<file path="config.mk">
export PLATFORM = sky130hd
export DESIGN_NAME = swsm_ctrl
export DESIGN_NICKNAME = d
export VERILOG_FILES = /design/src/hdl/swsm_pkg.sv /design/src/hdl/swsm_ctrl.sv
export VERILOG_INCLUDE_DIRS = /design/src /design/src/hdl
export SDC_FILE = /design/constraint.sdc
export NUM_CORES = 1
export LEC_CHECK = 0
export BUFFER_PORTS_ARGS = -buffer_cell sky130_fd_sc_hd__buf_2
export CAP_MARGIN = 20
export CORE_AREA = 2 2 39 41
export DETAILED_ROUTE_END_ITERATION = 10
export DIE_AREA = 0 0 41 43
export GPL_TIMING_DRIVEN = 0
export MAX_ROUTING_LAYER = met4
export PLACE_DENSITY = 0.65
export SLEW_MARGIN = 20
export SYNTH_ARGS = -nofsm -noshare
export SYNTH_HDL_FRONTEND = slang
export SYNTH_SLANG_ARGS = --single-unit
export TNS_END_PERCENT = 10
</file>
<file path="constraint.sdc">
create_clock -name clk -period 1.5 [get_ports clk]
set_input_delay 0.075 -clock clk [delete_from_list [all_inputs] [get_ports clk]]
set_output_delay 0.075 -clock clk [all_outputs]
set_load 0.01 [all_outputs]
</file>
<file path="src/hdl/sliding_window_sum_meter_core_macros.svh">
// Assertion macros for the sliding window sum meter.
// Used by the controller and datapath; depends on nothing.
`ifndef SLIDING_WINDOW_SUM_METER_CORE_MACROS_SVH
`define SLIDING_WINDOW_SUM_METER_CORE_MACROS_SVH
// Implication checked on every rising clock edge outside reset.
`define SWSM_ASSERT_IMP(label, clk_s, rst_n, ante, cons) \
	label: assert property (@(posedge clk_s) disable iff (!rst_n) (ante) |-> (cons)) \
		else $error("assertion failed");
// Next-cycle implication.
`define SWSM_ASSERT_NEXT(label, clk_s, rst_n, ante, cons) \
	label: assert property (@(posedge clk_s) disable iff (!rst_n) (ante) |=> (cons)) \
		else $error("assertion failed");
`endif

</file>
<file path="src/hdl/swsm_pkg.sv">
// Shared types and constants for the sliding window sum meter.
// No dependencies.
`default_nettype none
package swsm_pkg;
	localparam int RING_DEPTH = 64;
	localparam int IDX_W = $clog2(RING_DEPTH);
	localparam int CNT_W = $clog2(RING_DEPTH + 1);
	localparam int TIME_W = 48;
	localparam int VAL_W = 48;
	localparam int SUM_W = 56;
	localparam int DIV_STEPS = 48;
	localparam logic [2:0] REG_WINDOW = 3'd0;
	localparam logic [2:0] REG_MIN_GAP = 3'd1;
	localparam logic [2:0] REG_TIMED = 3'd2;
	localparam logic [2:0] REG_LOAD = 3'd3;
	localparam logic [2:0] REG_BW = 3'd4;

	typedef enum logic [3:0] {
		ST_IDLE, ST_SCALE, ST_DIV, ST_FIX, ST_PRUNE_RD, ST_PRUNE_CHK,
		ST_STORE, ST_DONE, ST_OUT
	} state_t;

	typedef struct packed {
		logic capture;
		logic mul;
		logic div_start;
		logic div_step;
		logic fix;
		logic rd_oldest;
		logic drop;
		logic store;
		logic finish;
		logic evict;
	} ctrl_cmd_t;

	typedef struct packed {
		logic is_flush;
		logic load_mode;
		logic prune_en;
		logic count_zero;
		logic count_full;
		logic expired;
		logic div_last;
	} ctrl_stat_t;
endpackage
`default_nettype wire

</file>
<file path="src/hdl/swsm_ctrl.sv">
// Controller state machine of the meter.
// Depends on swsm_pkg and the assertion macro header.
`default_nettype none
`include "sliding_window_sum_meter_core_macros.svh"
module swsm_ctrl
	import swsm_pkg::*;
(
	input wire logic clk,
	input wire logic arst_n,
	input wire logic in_valid,
	output logic in_ready,
	output logic out_valid,
	input wire logic out_ready,
	input wire ctrl_stat_t stat,
	output ctrl_cmd_t cmd
);
	state_t state_q, state_d;

	always_ff @(posedge clk or negedge arst_n) begin
		if (!arst_n) state_q <= ST_IDLE;
		else state_q <= state_d;
	end

	always_comb begin
		state_d = state_q;
		cmd = '0;
		in_ready = 1'b0;
		out_valid = 1'b0;
		case (state_q)
			ST_IDLE: begin
				in_ready = 1'b1;
				if (in_valid) begin
					cmd.capture = 1'b1;
					state_d = ST_SCALE;
				end
			end
			ST_SCALE: begin
				if (!stat.is_flush && stat.load_mode) begin
					cmd.mul = 1'b1;
					state_d = ST_DIV;
				end else state_d = ST_PRUNE_RD;
			end
			ST_DIV: begin
				cmd.div_start = 1'b1;
				state_d = ST_FIX;
			end
			ST_FIX: begin
				cmd.div_step = 1'b1;
				if (stat.div_last) begin
					state_d = ST_PRUNE_RD;
				end
			end
			ST_PRUNE_RD: begin
				cmd.fix = 1'b1;
				cmd.rd_oldest = 1'b1;
				state_d = ST_PRUNE_CHK;
			end
			ST_PRUNE_CHK: begin
				if (stat.prune_en && !stat.count_zero && stat.expired) begin
					cmd.drop = 1'b1;
					state_d = ST_PRUNE_RD;
				end else state_d = ST_STORE;
			end
			ST_STORE: begin
				// full ring: drop the oldest first, its value still held from the last prune read
				if (!stat.is_flush && stat.count_full) begin
					cmd.drop = 1'b1;
					state_d = ST_DONE;
				end else begin
					cmd.store = !stat.is_flush;
					state_d = ST_OUT;
					cmd.finish = 1'b1;
				end
			end
			ST_DONE: begin
				cmd.store = 1'b1;
				cmd.finish = 1'b1;
				cmd.evict = 1'b1;
				state_d = ST_OUT;
			end
			ST_OUT: begin
				out_valid = 1'b1;
				if (out_ready) state_d = ST_IDLE;
			end
			default: state_d = ST_IDLE;
		endcase
	end

	`SWSM_ASSERT_IMP(a_ready_idle, clk, arst_n, in_ready, state_q == ST_IDLE)
	`SWSM_ASSERT_IMP(a_no_overlap, clk, arst_n, out_valid, !in_ready)
	`SWSM_ASSERT_NEXT(a_out_hold, clk, arst_n, out_valid && !out_ready, out_valid)
endmodule
`default_nettype wire

</file>
==> summary.md <==
| Metric | Value |
|---|---|
| Critical path's slowest cell | dfrtp_1 |
| Synth cell types | 27 |
| Fmax | 657 MHz |
| Initial antenna violation count | 0 |
| Placed Instance Area | 522 sq um |
| Largest net degree at the start of global routing | 11 |
| Diodes inserted | 0 |
| Routed vias/inst | 5.29 |
| Total GRT Usage | 0.142 |
| Period utilization | 1.02 |
| Reg power frac | 0.165 |
| FF+latch area | 100 sq um |
| Hold WS | 0.0229 ns |
| Die H | 43 um |
| Dpl hpwl | 826 um |
| Filler cell count | 147 |
| Commonest non-fill, non-tap cells in the layout | buf_2, buf_4, buf_6, nor2_1, dfrtp_1 |
| Seq cells post-synth | 4 |
| Cells along the critical path | buf_6 -> or2b_1 -> nor3_2 -> buf_4 -> buf_6 |
| Die footprint | 0.00176 sq mm |
| Ratio of cells with drive above 1 in the final layout | 0.532 |
| Drt total wl | 1230 um |
| Area grow syn2layout | 63.9% |
| Final setup margin | -0.0227 ns |
| Sw Ratio | 0.431 |
| Status | complete, but fails checks |
| Rows | 14 |
| Hold/Removal Path Class | in2reg |
| Dpl ws | 0.177 ns |
| GR Overflow Total | 0 |
| First-pass GRT wire length | 1610 um |
| Multi-input gate area | 283 sq um |
| Root buffer cell | clkbuf_4 |
| CP max stage delay | 0.40 ns |
| Failing checks | negative setup slack |
| CP Capture Type | output pin |
| NumNets Final | 92 |
| Cell area after synthesis | 392 sq um |
| Final ANT Viol Nets | 0 |
| CTS tree | yes |
| Mapped Cells | 48 |
| Biggest register | state_q |
| Clock Power Share | 0.114 |
| Worst rel slew slack | 0.713 |
| CTS Buffer Depth | 2 |
| Post-Syn Nets | 59 |
| Final setup viols | 1 |
| Final RePlAce weighted congestion | 0.745 |
| Critical path class | reg2out |
| Reg clk slew, reported paths | 0.04 ns |
| Clk sinks | 4 |
| Vias | 503 |
| Crit path DAT | 1.45 ns |
| TritonRoute pass-1 iters | 4 |
| Largest register FFs | 4 |
| Max-cap violations | 0 |
| Crit path launch type | register |
| Sequential element share of the synthesized area | 0.256 |
| Skew-Pair Late Insertion Delay | 0.24 ns |
| VDD IR-drop max | 580 uV |
| Setup TNS | -0.0227 ns |
| Skew final | 0.00385 ns |
| PortBufs | 22 |
| RSZ-0062 raised after global routing | yes |
| Sw Pwr | 0.519 mW |
| Cts bufs inserted | 3 |
| WP data required | 1.42 ns |
| # IOs | 23 |
| Biggest regs | state_q (4) |
| Combinational Power Share | 0.722 |
| Design area | 642 sq um |
| Pwr Density | 1870 mW/mm^2 |
| Leakage | 0.336 nW |
| Int Power | 0.684 mW |
| Starting Density | 0.283 |
| Crit-path max FO | 6 |
| Most used cell, CP | buf_6 |
| Final Max Tran Viols | 0 |
| Slew of the pin with the lowest slew margin | 0.426 ns |
| Min cycle time layout | 1.52 ns |
| Vias in the first global route | 405 |
| H-tree depth | 1 |
| CORE AREA | 0.00138 sq mm |
| Endpoints failing hold | 0 |
| DRC viols | 0 |
| Syn_area_per_cell | 8.16 sq um |
| DR WL/cell | 13.0 um |
| Die Span X | 41 um |
| Commonest non-fill, non-tap cell in the layout | buf_2 |
| Drt initial violations | 9 |
| Ys Warns | 0 |
-- power groups by stage --
| stage | Combinational, mW | Sequential [mW] | Clock (mW) |
|---|---|---|---|
| finish | 0.868 | 0.198 | 0.137 |
| global route | 0.935 | 0.202 | 0.152 |
| CTS | 0.688 | 0.196 | 0.142 |
| detailed placement | 0.662 | 0.196 | 0 |
| global placement | 0.652 | 0.194 | 0 |
| floorplan | 0.489 | 0.185 | 0 |
-- area by class of cell --
cell class	instances	share of cell area
multi-input combinational	38	0.441
timing repair buffer	28	0.255
sequential	4	0.156
buffer	5	0.0760
clock buffer	3	0.0351
tap	16	0.0312
inverter	1	0.00585
-- stage by stage --
step,util,power [mW],std cells
floorplan,-,0.674,48
global placement,0.377,0.847,86
detailed placement,0.377,0.858,86
CTS,0.410,1.03,90
global route,0.464,1.29,95
finish,0.464,1.20,95
-- repair_timing --
action / 4_1_cts / 5_1_grt
resized for setup: 3 / 7
pin swaps: 0 / 3
endpoints found under the setup margin: 2 / 5
buffers inserted: 0 / 5
hold buffers: 1 / 0
endpoints found under the hold margin: 4 / 0
-- Yosys cell counts --
| cell | number | area (sq um) |
|---|---|---|
| nand4_1 | 1 | 6.26 |
| and2b_2 | 1 | 8.76 |
| inv_1 | 1 | 3.75 |
| nand3_1 | 2 | 10.0 |
| nor4bb_1 | 1 | 10.0 |
| nor2b_1 | 3 | 18.8 |
| o211a_1 | 1 | 10.0 |
| buf_6 | 2 | 22.5 |
| and2_1 | 3 | 18.8 |
| dfrtp_1 | 4 | 100 |
| nor4_1 | 3 | 18.8 |
| nor3_1 | 4 | 20.0 |
| o41ai_1 | 1 | 8.76 |
| o211ai_1 | 1 | 7.51 |
| nor2_1 | 4 | 15.0 |
| o21ai_0 | 2 | 10.0 |
| nand2_2 | 1 | 6.26 |
| and2b_1 | 1 | 7.51 |
| buf_4 | 1 | 7.51 |
| or4b_1 | 1 | 10.0 |
| o32ai_1 | 1 | 8.76 |
| or4_4 | 1 | 11.3 |
| or2b_1 | 1 | 7.51 |
| nand2_1 | 3 | 11.3 |
| nand3b_1 | 1 | 7.51 |
| buf_2 | 2 | 10.0 |
| a2111oi_2 | 1 | 15.0 |
-- per-layer routing --
metal | up-vias | track usage | part of all wire
met2 | 21 | 0.225 | 0.52
met1 | 240 | 0.146 | 0.40
met3 | 2 | 0.0314 | 0.062
li1 | 240 | - | -
met5 | - | - | 0
met4 | 0 | 0.100 | 0.011
-- critical path: cells and delay by family (launching register included) --
family / cells / cell delay, ns
simple gates: 2 / 0.45
flops: 1 / 0.40
buf+inv: 3 / 0.36
-- path summary, 6_finish.rpt --
| kind | endpoint | cells past startpoint | slack, ns | startpoint |
|---|---|---|---|---|
| hold / removal | state_q[3] | 2 | 0.02 | out_ready |
| min in group asynchronous | state_q[2] | 2 | 0.17 | arst_n |
| setup / recovery | cmd[5] | 5 | -0.02 | state_q[3] |
| hold reg to reg | state_q[0] | 2 | 0.65 | state_q[3] |
| max in group asynchronous | state_q[0] | 2 | 1.20 | arst_n |
| setup reg to reg | state_q[0] | 4 | 0.09 | state_q[2] |
-- kinds of logic after synthesis --
family	after synthesis	synth area share
AO/OA/AOI/OAI	7	0.153
buffers and inverters	6	0.112
AND/OR/NAND/NOR	31	0.479
flip-flops	4	0.256
(Power assumes the default switching activity.)
